--- src/sv/shbi_pkg.sv ---
// Package with the types and constants of the string hash bucket index block.
package shbi_pkg;

  // Widths of the word fields and of the configuration register.
  localparam int unsigned KeyW    = 8;
  localparam int unsigned HashW   = 62;
  localparam int unsigned BucketW = 32;
  localparam int unsigned ProdW   = 64;

  // The modulus 2^61 + 15 splits a 64-bit value at bit 61.
  localparam int unsigned SplitW = 61;
  localparam logic [ProdW-1:0] HashModulus = (64'd1 << 61) + 64'd15;
  localparam logic [3:0] FoldFactor = 4'd15;

  // Running hash value after reset and after each key.
  localparam logic [HashW-1:0] HashStart = 62'd1;

  // Bucket count after reset.
  localparam logic [BucketW-1:0] BucketCountReset = 32'd1024;

  // Largest hash that the reduction can give.
  localparam logic [HashW-1:0] HashMax = 62'h2000_0000_0000_000E;

  // The remainder unit retires one dividend bit per cycle.
  localparam int unsigned DivSteps = HashW;
  localparam int unsigned CntW = $clog2(DivSteps);
  localparam logic [CntW-1:0] CntLast = CntW'(DivSteps - 1);

  // Sequencer states.
  typedef enum logic [2:0] {
    ST_IDLE,
    ST_MUL,
    ST_RED,
    ST_DIV,
    ST_DONE
  } state_t;

endpackage

--- src/sv/shbi_if.sv ---
// Valid/ready channel interfaces for the key bytes and for the hash results.
interface shbi_in_if;
  logic                           valid;
  logic                           ready;
  logic [shbi_pkg::KeyW-1:0]      key_byte;
  logic                           last_byte;

  modport source (output valid, output key_byte, output last_byte, input ready);
  modport sink (input valid, input key_byte, input last_byte, output ready);
endinterface

interface shbi_out_if;
  logic                           valid;
  logic                           ready;
  logic [shbi_pkg::HashW-1:0]     hash_value;
  logic [shbi_pkg::BucketW-1:0]   bucket_index;

  modport source (output valid, output hash_value, output bucket_index, input ready);
  modport sink (input valid, input hash_value, input bucket_index, output ready);
endinterface

--- src/sv/string_hash_bucket_index.sv ---
// Top level of the string hash bucket index block.
//
// The block hashes a key one byte word at a time as h = (h * 257 + byte) mod (2^61 + 15),
// starting from 1, with the product and sum wrapping at 64 bits. Each byte is accepted
// in the idle state, then passes a multiply-add state and a modular fold state. The
// last byte then runs a restoring remainder unit that retires one dividend bit per
// cycle, and the done state moves the result into the output register. The output
// register lets the next key's bytes be accepted while a result waits; when the next
// last byte has finished the remainder unit, it holds there with the input stalled
// until the previous result has been taken. A bucket count of zero gives a bucket
// index of zero. Write the bucket count only while the block is idle.
module string_hash_bucket_index (
  input  logic                           clk,
  input  logic                           rst_n,
  shbi_in_if.sink                        in_ch,
  shbi_out_if.source                     out_ch,
  input  logic                           cfg_we,
  input  logic [shbi_pkg::BucketW-1:0]   cfg_wdata
);

  shbi_pkg::state_t state_r, state_nxt;

  logic [shbi_pkg::BucketW-1:0] bucket_count_r;
  logic [shbi_pkg::KeyW-1:0]    byte_r;
  logic                         last_r;
  logic [shbi_pkg::HashW-1:0]   run_hash_r;
  logic [shbi_pkg::ProdW-1:0]   prod_r;
  logic [shbi_pkg::HashW-1:0]   done_hash_r;
  logic [shbi_pkg::HashW-1:0]   div_sh_r;
  logic [shbi_pkg::BucketW-1:0] rem_r;
  logic [shbi_pkg::CntW-1:0]    cnt_r;
  logic                         out_valid_r;
  logic [shbi_pkg::HashW-1:0]   out_hash_r;
  logic [shbi_pkg::BucketW-1:0] out_index_r;

  logic in_take, out_take, out_load;

  logic [shbi_pkg::ProdW-1:0]   prod_nxt;
  logic [shbi_pkg::ProdW-1:0]   fold_diff;
  logic [shbi_pkg::HashW-1:0]   fold_hash;
  logic [shbi_pkg::BucketW:0]   rem_sh;
  logic [shbi_pkg::BucketW+1:0] trial;
  logic [shbi_pkg::BucketW-1:0] rem_nxt;

  assign in_take  = in_ch.valid && in_ch.ready;
  assign out_take = out_valid_r && out_ch.ready;

  // Multiply by 257 as a shift and add, then add the byte; all wraps at 64 bits.
  assign prod_nxt = (shbi_pkg::ProdW'(run_hash_r) << 8) + shbi_pkg::ProdW'(run_hash_r)
                  + shbi_pkg::ProdW'(byte_r);

  // Fold the bits above bit 61 back in: 2^61 is congruent to -15, and one add of the
  // modulus repairs a negative difference.
  always_comb begin
    fold_diff = shbi_pkg::ProdW'(prod_r[shbi_pkg::SplitW-1:0])
              - shbi_pkg::ProdW'(prod_r[shbi_pkg::ProdW-1:shbi_pkg::SplitW])
                * shbi_pkg::ProdW'(shbi_pkg::FoldFactor);
    if (fold_diff[shbi_pkg::ProdW-1]) begin
      fold_hash = shbi_pkg::HashW'(fold_diff + shbi_pkg::HashModulus);
    end else begin
      fold_hash = shbi_pkg::HashW'(fold_diff);
    end
  end

  // One restoring remainder step: shift in the next dividend bit, subtract if it fits.
  always_comb begin
    rem_sh = {rem_r, div_sh_r[shbi_pkg::HashW-1]};
    trial  = {1'b0, rem_sh} - {2'b00, bucket_count_r};
    if (trial[shbi_pkg::BucketW+1]) begin
      rem_nxt = shbi_pkg::BucketW'(rem_sh);
    end else begin
      rem_nxt = shbi_pkg::BucketW'(trial);
    end
  end

  // Next state of the sequencer.
  always_comb begin
    state_nxt = state_r;
    unique case (state_r)
      shbi_pkg::ST_IDLE: begin
        if (in_take) state_nxt = shbi_pkg::ST_MUL;
      end
      shbi_pkg::ST_MUL: begin
        state_nxt = shbi_pkg::ST_RED;
      end
      shbi_pkg::ST_RED: begin
        state_nxt = last_r ? shbi_pkg::ST_DIV : shbi_pkg::ST_IDLE;
      end
      shbi_pkg::ST_DIV: begin
        if (cnt_r == shbi_pkg::CntLast) state_nxt = shbi_pkg::ST_DONE;
      end
      shbi_pkg::ST_DONE: begin
        if (!out_valid_r || out_ch.ready) state_nxt = shbi_pkg::ST_IDLE;
      end
      default: state_nxt = shbi_pkg::ST_IDLE;
    endcase
  end

  // Handshake and load controls of each state.
  always_comb begin
    in_ch.ready = 1'b0;
    out_load    = 1'b0;
    unique case (state_r)
      shbi_pkg::ST_IDLE: in_ch.ready = 1'b1;
      shbi_pkg::ST_DONE: out_load    = !out_valid_r || out_ch.ready;
      default: begin
        in_ch.ready = 1'b0;
        out_load    = 1'b0;
      end
    endcase
  end

  // Sequencer, running hash and configuration register.
  always_ff @(posedge clk) begin
    if (!rst_n) begin
      state_r        <= shbi_pkg::ST_IDLE;
      run_hash_r     <= shbi_pkg::HashStart;
      bucket_count_r <= shbi_pkg::BucketCountReset;
      out_valid_r    <= 1'b0;
    end else begin
      state_r <= state_nxt;
      if (cfg_we) bucket_count_r <= cfg_wdata;
      if (state_r == shbi_pkg::ST_RED) begin
        run_hash_r <= last_r ? shbi_pkg::HashStart : fold_hash;
      end
      if (out_load) begin
        out_valid_r <= 1'b1;
      end else if (out_take) begin
        out_valid_r <= 1'b0;
      end
    end
  end

  // Datapath registers of the hash step and the remainder unit.
  always_ff @(posedge clk) begin
    if (in_take) begin
      byte_r <= in_ch.key_byte;
      last_r <= in_ch.last_byte;
    end
    if (state_r == shbi_pkg::ST_MUL) prod_r <= prod_nxt;
    if (state_r == shbi_pkg::ST_RED) begin
      done_hash_r <= fold_hash;
      div_sh_r    <= fold_hash;
      rem_r       <= '0;
      cnt_r       <= '0;
    end
    if (state_r == shbi_pkg::ST_DIV) begin
      rem_r    <= rem_nxt;
      div_sh_r <= div_sh_r << 1;
      cnt_r    <= cnt_r + 1'b1;
    end
    if (out_load) begin
      out_hash_r  <= done_hash_r;
      out_index_r <= (bucket_count_r == '0) ? '0 : rem_r;
    end
  end

  assign out_ch.valid        = out_valid_r;
  assign out_ch.hash_value   = out_hash_r;
  assign out_ch.bucket_index = out_index_r;

endmodule

--- src/flat_wrapper.sv ---
// flat-port wrapper written by rule: the top's interface ports become plain ports
module string_hash_bucket_index_flat 
  (clk, rst_n, cfg_we, cfg_wdata, in_ch_valid, in_ch_key_byte, in_ch_last_byte, in_ch_ready, out_ch_valid, out_ch_hash_value, out_ch_bucket_index, out_ch_ready);
  shbi_in_if in_ch_i ();
  shbi_out_if out_ch_i ();
  input  logic clk;
  input  logic rst_n;
  input  logic cfg_we;
  input  logic [shbi_pkg::BucketW-1:0] cfg_wdata;
  input wire logic [$bits(in_ch_i.valid)-1:0] in_ch_valid;
  input wire logic [$bits(in_ch_i.key_byte)-1:0] in_ch_key_byte;
  input wire logic [$bits(in_ch_i.last_byte)-1:0] in_ch_last_byte;
  output wire logic [$bits(in_ch_i.ready)-1:0] in_ch_ready;
  output wire logic [$bits(out_ch_i.valid)-1:0] out_ch_valid;
  output wire logic [$bits(out_ch_i.hash_value)-1:0] out_ch_hash_value;
  output wire logic [$bits(out_ch_i.bucket_index)-1:0] out_ch_bucket_index;
  input wire logic [$bits(out_ch_i.ready)-1:0] out_ch_ready;
  assign in_ch_i.valid = in_ch_valid;
  assign in_ch_i.key_byte = in_ch_key_byte;
  assign in_ch_i.last_byte = in_ch_last_byte;
  assign in_ch_ready = in_ch_i.ready;
  assign out_ch_valid = out_ch_i.valid;
  assign out_ch_hash_value = out_ch_i.hash_value;
  assign out_ch_bucket_index = out_ch_i.bucket_index;
  assign out_ch_i.ready = out_ch_ready;
  string_hash_bucket_index u_core (.clk(clk), .rst_n(rst_n), .in_ch(in_ch_i), .out_ch(out_ch_i), .cfg_we(cfg_we), .cfg_wdata(cfg_wdata));
endmodule
--- config.mk ---
export PLATFORM = sky130hd
export DESIGN_NAME = string_hash_bucket_index_flat
export DESIGN_NICKNAME = d
export VERILOG_FILES = /design/src/sv/shbi_pkg.sv /design/src/sv/shbi_if.sv /design/src/sv/string_hash_bucket_index.sv /design/src/flat_wrapper.sv
export SDC_FILE = /design/constraint.sdc
export NUM_CORES = 1
export LEC_CHECK = 0
export ABC_AREA = 1
export BUFFER_PORTS_ARGS = -buffer_cell sky130_fd_sc_hd__buf_4
export CORE_AREA = 2 2 212 235
export CTS_CLUSTER_SIZE = 8
export DETAILED_ROUTE_END_ITERATION = 7
export DIE_AREA = 0 0 214 237
export PLACE_DENSITY = 0.68
export REMOVE_ABC_BUFFERS = 1
export SETUP_SLACK_MARGIN = 0.05
export SKIP_LAST_GASP = 1
export SLEW_MARGIN = 25
export SYNTH_ARGS = -nofsm -noshare
export SYNTH_HDL_FRONTEND = slang
export SYNTH_SLANG_ARGS = --single-unit
--- constraint.sdc ---
create_clock -name clk -period 20.4 [get_ports clk]
set_input_delay 4.08 -clock clk [delete_from_list [all_inputs] [get_ports clk]]
set_output_delay 4.08 -clock clk [all_outputs]
set_load 0.005 [all_outputs]
== Word level (Yosys, flattened, before mapping) ==
Index checks and enable logic that the tools add are counted.
Storage, ports and cells
  bits in registers: 427
  logic and storage cells: 56
  input port bits: 46
  output and inout port bits: 96
Operators by class
  multipliers: 1
  reductions and logical operators: 9
  $add $sub $neg: 6
  mux-type cells: 18
  equal/unequal tests: 8
Operators by type and width (number)
  62-bit 2-to-1 mux: 4
  32-bit 2-to-1 mux: 3
  64-bit by 62-bit adder with 64-bit output: 1
  64-bit by 8-bit adder with 64-bit output: 1
  62-bit adder, second input constant: 1
  61-bit by 7-bit subtractor with 62-bit output: 1
  33-bit by 32-bit subtractor with 34-bit output: 1
  32-bit logical NOT: 1
  3-bit one-hot mux with 5 select lines: 1
  6-bit 2-to-1 mux: 2
  3-bit 2-to-1 mux: 3
  3-bit by 4-bit multiplier with 7-bit output, second input constant: 1
  6-bit by 1-bit adder with 6-bit output, second input constant: 1
  3-bit by 2-bit == test with 1-bit output, second input constant: 2
  6-bit == test, second input constant: 1
  2-bit by 1-bit inequality test with 1-bit output, second input constant: 3
  1-bit 2-to-1 mux: 4
  2-bit nonzero test: 2
  3-bit by 1-bit == test with 1-bit output, second input constant: 1
  3-bit == test, second input constant: 1
  3-bit logical NOT: 1
  3-bit AND reduction: 1
  1-bit logical AND: 2
  2-bit 2-to-1 mux: 1
  other kinds (2): 2

== Longest topological paths before layout ==
Gate-level depths: netlist of the first run.
  depth in word-level cells: 6
  mapped depth: 24
  mapped depth without buffers: 24

== Least setup slack after synthesis of the first run ==
Ideal clock, no wire load.
  kind: input-to-reg
  from: input port out_ch_ready
  to: register u_core.out_index_r (netlist bit u_core.out_ch.bucket_index[0]) (enable)
  buffers on the path: 0
  required time: 19.851 ns
  path slack: 11.823 ns
  stages: 2
  setup time: 0.549 ns
  data arrival time: 8.028 ns
  cell sequence: nor2_1 nor2_1
On the way
  cells in the longest elaborated chain, start to end: 2
Ends and longest elaborated chain
  start, declared: RTL line flat_wrapper.sv:17  | input wire logic [$bits(out_ch_i.ready)-1:0] out_ch_ready;
  1-bit logical OR: RTL line string_hash_bucket_index.sv:105  | shbi_pkg::ST_DONE: out_load = !out_valid_r || out_ch.ready;
  1-bit 2-to-1 mux: RTL line string_hash_bucket_index.sv:103  | unique case (state_r)
  net u_core.out_load: RTL line string_hash_bucket_index.sv:36  | logic in_take, out_take, out_load;
  end signal, assigned: RTL line string_hash_bucket_index.sv:154  | out_index_r <= (bucket_count_r == '0) ? '0 : rem_r;
  end, declared: RTL line string_hash_bucket_index.sv:34  | logic [shbi_pkg::BucketW-1:0] out_index_r;
The timed path passes the listed nets, and every way through them passes these cells.
A chain may end at the register's enable or synchronous reset.

== Worst setup path in the final report of the first run ==
  from: register u_core.state_r[2]
  to: output port in_ch_ready
On the way
  cells in the longest elaborated chain, start to end: 2
Ends and longest elaborated chain
  start, declared: RTL line string_hash_bucket_index.sv:21  | shbi_pkg::state_t state_r, state_nxt;
  start signal, assigned: RTL line string_hash_bucket_index.sv:116  | state_r <= shbi_pkg::ST_IDLE;
  start signal, assigned: RTL line string_hash_bucket_index.sv:121  | state_r <= state_nxt;
  3-bit logical NOT: RTL line string_hash_bucket_index.sv:103
  1-bit 2-to-1 mux: RTL line string_hash_bucket_index.sv:103
  end, declared: RTL line flat_wrapper.sv:13  | output wire logic [$bits(in_ch_i.ready)-1:0] in_ch_ready;
No other way between the ends.

==> metrics.md, run 1 <==
| Metric | Value |
|---|---|
| Worst vdd ir | ~0.087 mV |
| Routed met1 length | 31800 um |
| Total Routing Usage GR | 0.298 |
| EDFF count, synth | roughly 330 |
| Min cycle time layout | approximately 5600 ps |
| Clock insertion delay at the later pin of the skew report | roughly 600 ps |
| Dpl cells | between 3000 and 4000 |
| Crit path required time | 16320 ps |
| Yosys top cell by area | edfxtp_1 |
| Worst setup path class | flip-flop to output pin |
| Slew Limit Fails | 0 |
| Fin nets | between 3000 and 4000 |
| Slowest cell on the critical path | dfxtp_1 |
| Site Rows | 85 |
| Setup TNS | 0 ps |
| Filler instances | 4432 |
| # setup viols final | 0 |
| CTS resizes | 0 |
| Pre-Repair DR Iteration Count | 6 |
| Final WS setup | about 15000 ps |
| Yosys cell types | 55 |
| P per Cell Area | 126 nW/um^2 |
| Clock Skew | 27.3 ps |
| Arr. time, crit path | around 1600 ps |
| Clock slew at reported path FFs | roughly 50 ps |
| Clock sinks | 427 |
| Die H | approximately 240 um |
| Cell count after synthesis | about 2900 |
| Share of layout cells above drive strength 1 | 0.0985 |
| Maxcap violations | 0 |
| Syn avg cell area | about 8.4 um^2 |
| Top cells by area, synth | edfxtp_1 (40%), nand2_1 (9.4%), dfxtp_1 (8.1%) |
| Met3 routed WL | between 3000 and 4000 um |
| DR vias/cell | 5.54 |
| Relative slew slack | 0.308 |
| ANT cells | 0 |
| Seq pwr share | 0.380 |
| Die footprint | about 50000 um^2 |
| Buf/Inv on CP | 1 |
| Detail Route met2 WL | 37200 um |
| FFs w/ async S/R, synth | 0 |
| Lkg Pwr | roughly 12 nW |
| I/O Buffers | roughly 140 |
| Non-Filler Instances | ~3700 |
| Register area share after synthesis | 0.486 |
| Slowest stage delay, CP | roughly 380 ps |
| WL/cell | between 20 and 25 um |
| Cts hold-fix bufs | 0 |
| Period utilization | 0.276 |
| Synth Cell Area | between 20000 and 25000 um^2 |
| Highest clock rate | around 180 MHz |
| Starting Density | 0.503 |
| DRT Wirelength | 76300 um |
| Die Wd | around 210 um |
| CTS Buf Count | 60 |
| Top cell type's share of synthesized area | 0.405 |
| Sw Share | 0.387 |
| Psw | 1.35 mW |
| RSZ-0062 raised after global routing | no |
| Placer Congestion | just over 1 |
| Core area | roughly 48000 um^2 |
| Worst-path cell chain | nor3_1 > buf_4 |
| Iter 0 DRT Violations | about 1700 |
| Top Metal Used | met4 |
| IO Pins | about 140 |
| Gr ovfl total | 0 |
| Setup bufs post-CTS | 0 |
| CTS tree | built |
| Pre-CTS setup slack | about 14000 ps |
| Clock group share of total power | 0.265 |
| Worst-path maximum fanout | 5 |
| Hold Path Class | flip-flop to flip-flop |
| CP Launch Type | flip-flop |
| Synth warn | 0 |
| Combinational share of power | 0.355 |
| CTS H-tree lvls | 2 |
| Power, Total | 3.50 mW |
| Final Hold Fails | 0 |
| DP HPWL | approximately 59000 um |
| CP delay by family, top | flip-flops |
| Worst-margin pin slew | approximately 1000 ps |
| CTS Root Cell | clkbuf_16 |
| First-pass GRT wire length | ~120000 um |
| Outcome | complete, no violations |
| Vias post-DR | just over 20000 |
| DR DRC count | 0 |
| Largest net degree at the start of global routing | 84 |
| DRT antenna net count | 0 |
| Synth Register Bits | about 430 |
| Clk buf depth | 3 |
| Synth Flop Type | edfxtp_1 |
| Crit end category | output pin |
| Vias in the first global route | 20600 |
| Initial antenna violation count | 0 |
| Layout area overhead | 14.5% |
| Int Pwr | 2.15 mW |
cells in the mapped netlist, types with 2 or more instances:
cell	count
nand2_1	610
inv_1	338
nor2_1	334
edfxtp_1	328
a21oi_1	252
nand3_1	165
o21ai_0	163
ha_1	112
dfxtp_1	99
xor2_1	62
nand4_1	53
xnor2_1	50
clkbuf_1	49
a31oi_1	31
nor3_1	28
inv_2	26
a21o_1	19
a22o_1	19
nor2_2	17
nor4_1	16
o21bai_1	13
buf_1	11
o211ai_1	8
a32o_1	7
nand2_2	6
nor2_4	6
fa_1	5
o21ai_1	5
a21boi_0	4
a221oi_1	4
and3_1	4
nor3_2	4
and2_1	3
buf_4	3
or2_2	3
clkinv_1	2
inv_4	2
nand2_4	2
nand3b_1	2
nor2_8	2
o21a_1	2
metrics by stage:
stage | cell area, um^2 | hold slack (ps) | util
3_3_place_gp | 26100 | 403 | 0.539
5_1_grt | 27900 | 408 | 0.576
3_5_place_dp | 26100 | 405 | 0.539
2_1_floorplan | 24100 | 400 | -
4_1_cts | 27800 | 398 | 0.575
6_report | 27900 | 404 | 0.576
final timing paths:
check	cells past startpoint	endpoint	slack, ps	from
setup / recovery	2	in_ch_ready	14770	u_core.state_r[2]
hold / removal	0	u_core.out_ch.hash_value[55]	400	u_core.done_hash_r[55]
setup reg to reg	20	u_core.div_sh_r[49]	15580	u_core.prod_r[63]
hold reg to reg	0	u_core.out_ch.hash_value[55]	400	u_core.done_hash_r[55]
power by group through the flow:
stage          clock (mW)  combinational, mW  sequential, mW
2_1_floorplan           0              0.847            1.31
3_3_place_gp            0               1.19            1.34
3_5_place_dp            0               1.22            1.34
4_1_cts             0.943               1.23            1.33
5_1_grt             0.976               1.38            1.35
6_report            0.927               1.24            1.33
worst reg2reg max path: cells and delay by family (launching register included):
family | cells | cell delay (ps)
AND/OR/NAND/NOR | 10 | 1780
adder cells (fa/ha/maj) | 3 | 1130
buffers and inverters | 5 | 760
flip-flops | 1 | 490
AO/OA/AOI/OAI | 1 | 220
XOR/XNOR | 1 | 160
state kept, by name, summed over array words and instances, names as in the netlist, 3 cells and up:
signal	flops
u_core.out_ch.bucket_index	32
u_core.prod_r	64
u_core.done_hash_r	62
u_core.out_ch.hash_value	62
u_core.state_r	3
u_core.cnt_r	6
u_core.bucket_count_r	32
u_core.div_sh_r	62
u_core.byte_r	8
u_core.rem_r	32
u_core.run_hash_r	62
cells by family (layout without fill, tap and decap cells):
logic type,count (synthesis),in the layout,synth area share
buf+inv,434,637,0.0684
simple gates,1259,1259,0.221
fa+ha+maj,117,117,0.0617
compound gates,534,534,0.122
xor+xnor,112,112,0.0403
flops,427,427,0.486
cell type report:
cell class	instances	area (um^2)	share of cell area
flip-flops and latches	427	11800	0.424
multi-input cells	2022	10900	0.390
clock buffers	109	1730	0.0619
inverters	369	1390	0.0500
repair buffers	156	1190	0.0429
well taps	652	816	0.0293
clock inverters	3	30.0	0.00108
cell usage in the layout, fill, tap and decap left out, types with 3 or more instances in the layout:
cell type  instances
nand2_1          609
inv_1            337
nor2_1           331
edfxtp_1         328
a21oi_1          252
nand3_1          164
o21ai_0          163
buf_4            154
ha_1             112
dfxtp_1           99
xor2_1            62
clkbuf_16         61
nand4_1           53
xnor2_1           50
clkbuf_1          46
a31oi_1           31
nor3_1            27
inv_2             27
a21o_1            19
a22o_1            19
nor2_2            18
nor4_1            15
o21bai_1          13
nor2_4             8
o211ai_1           8
a32o_1             7
nand2_2            6
nor3_2             5
o21ai_1            5
fa_1               5
a21boi_0           4
a221oi_1           4
and3_1             4
nand2_4            3
inv_4              3
and2_1             3
clkinv_2           3
or2_2              3
metal layers:
| layer | up-vias | global-route usage |
|---|---|---|
| met5 | - | 0 |
| li1 | 10100 | - |
| met3 | 168 | 0.0321 |
| met1 | 9815 | 0.370 |
| met2 | 637 | 0.518 |
| met4 | 0 | 0.146 |
No activity file was read; power rests on OpenSTA's default activity.
==> run 2: changes to the inputs <==
==> constraint.sdc (replaced) <==
create_clock -name clk -period 5.4 [get_ports clk]
set_input_delay 1.08 -clock clk [delete_from_list [all_inputs] [get_ports clk]]
set_output_delay 1.08 -clock clk [all_outputs]
set_load 0.005 [all_outputs]
==> metrics.md, run 2 (synthesized netlist as in run 1, its figures left out) <==
| Metric | Value |
|---|---|
| Outcome | complete, no violations |
| Reg2reg end | u_core.div_sh_r[48] |
| Detail Route met2 WL | 39100 um (+5.1%) |
| Cts hold-fix bufs | 0 (unchanged) |
| Worst Setup SP | u_core.prod_r[62] |
| CTS Buf Count | 60 (unchanged) |
| CTS Root Cell | clkbuf_16 |
| HP Start | u_core.done_hash_r[6] |
| Routed met1 length | 31300 um (-1.3%) |
| Placed Area | 26100 um^2 (+0.22%) |
| Final Hold Fails | 0 (unchanged) |
| Cell mode on critical path | nand2_1 |
| Worst reg2reg setup slack | 750 ps (-14830 ps) |
| Crit end category | flip-flop |
| Layout area overhead | 14.8% |
| DP HPWL | 62200 um (+5.1%) |
| Crit path depth | 20 (+18) |
| Placer Congestion | 1.03 (+0.45%) |
| Clock insertion delay at the later pin of the skew report | 630 ps (+20 ps) |
| Setup bufs post-CTS | 0 (unchanged) |
| Hold Path Class | flip-flop to flip-flop |
| Relative slew slack | 0.340 (+0.0328) |
| Top Metal Used | met4 |
| Iter 0 DRT Violations | 1776 (+5.3%) |
| DR vias/cell | 5.57 (+0.64%) |
| Vias in the first global route | 20800 (+1.3%) |
| Reg2Reg Depth | 20 (unchanged) |
| CP delay by family, top | simple AND/OR/NAND/NOR gates |
| Reg-to-reg critical path startpoint | u_core.prod_r[62] |
| Setup crit end | u_core.div_sh_r[48] |
| Die footprint | 50700 um^2 (unchanged) |
| Arr. time, crit path | 5030 ps (+3480 ps) |
| I/O Buffers | 141 (unchanged) |
| Most frequent cells in the layout | nand2_1 (609), inv_1 (337), nor2_1 (331), edfxtp_1 (328), a21oi_1 (252) |
| DR DRC count | 0 (unchanged) |
| P per Cell Area | 476 nW/um^2 (+280%) |
| IO Pins | 142 (unchanged) |
| Period utilization | 0.861 |
| WL/cell | 21.1 um (+3.5%) |
| Highest clock rate | approximately 210 MHz |
| Worst setup path class | flip-flop to flip-flop |
| ANT cells | 0 (unchanged) |
| Buf/Inv on CP | 4 (+3) |
| Clock slew at reported path FFs | 50 ps (about the same) |
| Crit path required time | 5770 ps (-10550 ps) |
| Final instance area | 27900 um^2 (+0.22%) |
| Gr ovfl total | 0 (unchanged) |
| CTS H-tree lvls | 2 (unchanged) |
| Min cycle time layout | ~4700 ps |
| DRT Wirelength | 79100 um (+3.7%) |
| Starting Density | 0.503 (unchanged) |
| CP Launch Type | flip-flop |
| Fin nets | 3204 (+0.16%) |
| Commonest non-fill, non-tap cell in the layout | nand2_1 |
| Slowest stage delay, CP | 470 ps (+90 ps) |
| CTS tree | built |
| Share of layout cells above drive strength 1 | 0.100 (+0.00172) |
| Worst-path cell chain | inv_1 > fa_1 > xor2_1 > ha_1 > ha_1 > nand2_2 > nor2_1 > nand2_1 > nand3_2 > nand2_1 > nand2_2 > nor2_4 > inv_4 > nor2_8 > inv_4 > nor2_4 > nand2_1 > inv_2 > nor2_1 > a22o_1 |
| Largest Register | u_core.prod_r |
| Clock Skew | 28.0 ps (+0.676 ps) |
| Clk buf depth | 3 (unchanged) |
| Core area | 48400 um^2 (unchanged) |
| Slowest cell on the critical path | fa_1 |
| DRT antenna net count | 0 (unchanged) |
| Site Rows | 85 (unchanged) |
| Slew Limit Fails | 0 (unchanged) |
| Vias post-DR | 20900 (+0.83%) |
| Worst-margin pin slew | 980 ps (-58.3 ps) |
| Hold WS | 414 ps (+10.4 ps) |
| First-pass GRT wire length | 119000 um (+2.7%) |
| RSZ-0062 raised after global routing | no |
| Die H | 237 um (unchanged) |
| Worst-path maximum fanout | 11 (+6) |
| Die Wd | 214 um (unchanged) |
| CTS resizes | 0 (unchanged) |
| Maxcap violations | 0 (unchanged) |
| # setup viols final | 0 (unchanged) |
| Total Routing Usage GR | 0.310 (+0.0120) |
| Largest net degree at the start of global routing | 78 (-7.1%) |
| Pre-Repair DR Iteration Count | 6 (unchanged) |
| Met3 routed WL | 4470 um (+34%) |
| Filler instances | 4404 (-0.63%) |
| Worst vdd ir | 0.334 mV (+290%) |
| Clock sinks | 427 (unchanged) |
| Flip-flop count of the largest register after layout | 64 (unchanged) |
| Lkg Pwr | 11.8 nW (+0.26%) |
| Initial antenna violation count | 0 (unchanged) |
[run 2: changes by cell type in the layout (fill, tap and decap cells not counted)]
cell	before	now
buf_4	154	160
clkinv_16	0	2
buf_12	0	1
buf_16	1	0
buf_6	1	0
clkbuf_1	46	47
clkbuf_16	61	60
clkbuf_8	2	3
clkinv_2	3	2
inv_16	1	0
inv_6	0	1
[run 2: worst min path at each step]
stage,slack [ps],cells after the start,to
after floorplan,400,0,u_core.out_ch.hash_value[0]
after global placement,400,0,u_core.out_ch.hash_value[17]
after detailed placement,400,0,u_core.out_ch.hash_value[22]
after CTS,410,0,u_core.out_ch.hash_value[56]
after global routing,420,0,u_core.out_ch.hash_value[33]
final,410,0,u_core.out_ch.hash_value[6]
[run 2: where the power goes]
group	total [mW]	leakage, nW	switching (mW)	internal, mW
sequential	5.05	3.86	0.494	4.55
clock	3.54	0.848	1.42	2.13
combinational	4.71	7.06	3.28	1.44
total	13.3	11.8	5.19	8.11
[run 2: routing by layer]
metal	vias to the layer above	track usage
met3	190	0.0362
met2	721	0.547
met1	9879	0.375
met4	0	0.156
met5	-	0
li1	10100	-
[run 2: final cells by class]
type | instances | area, um^2 | share of cell area
Clock buffer | 110 | 1720 | 0.0615
Multi-Input combinational cell | 2022 | 10900 | 0.390
Inverter | 369 | 1390 | 0.0499
Sequential cell | 427 | 11800 | 0.423
Clock inverter | 4 | 73.8 | 0.00264
Tap cell | 652 | 816 | 0.0292
Timing Repair Buffer | 161 | 1220 | 0.0437
[run 2: through the flow]
step           power, mW   util  cells  worst slack, ps  setup TNS [ps]
2_1_floorplan       8.15      -   2818            -4990         -942460
3_3_place_gp        9.69  0.540   3631              965               0
3_5_place_dp        9.76  0.540   3631              789               0
4_1_cts             13.3  0.577   3745              797               0
5_1_grt             14.1  0.577   3745              537               0
6_report            13.3  0.577   3745              748               0
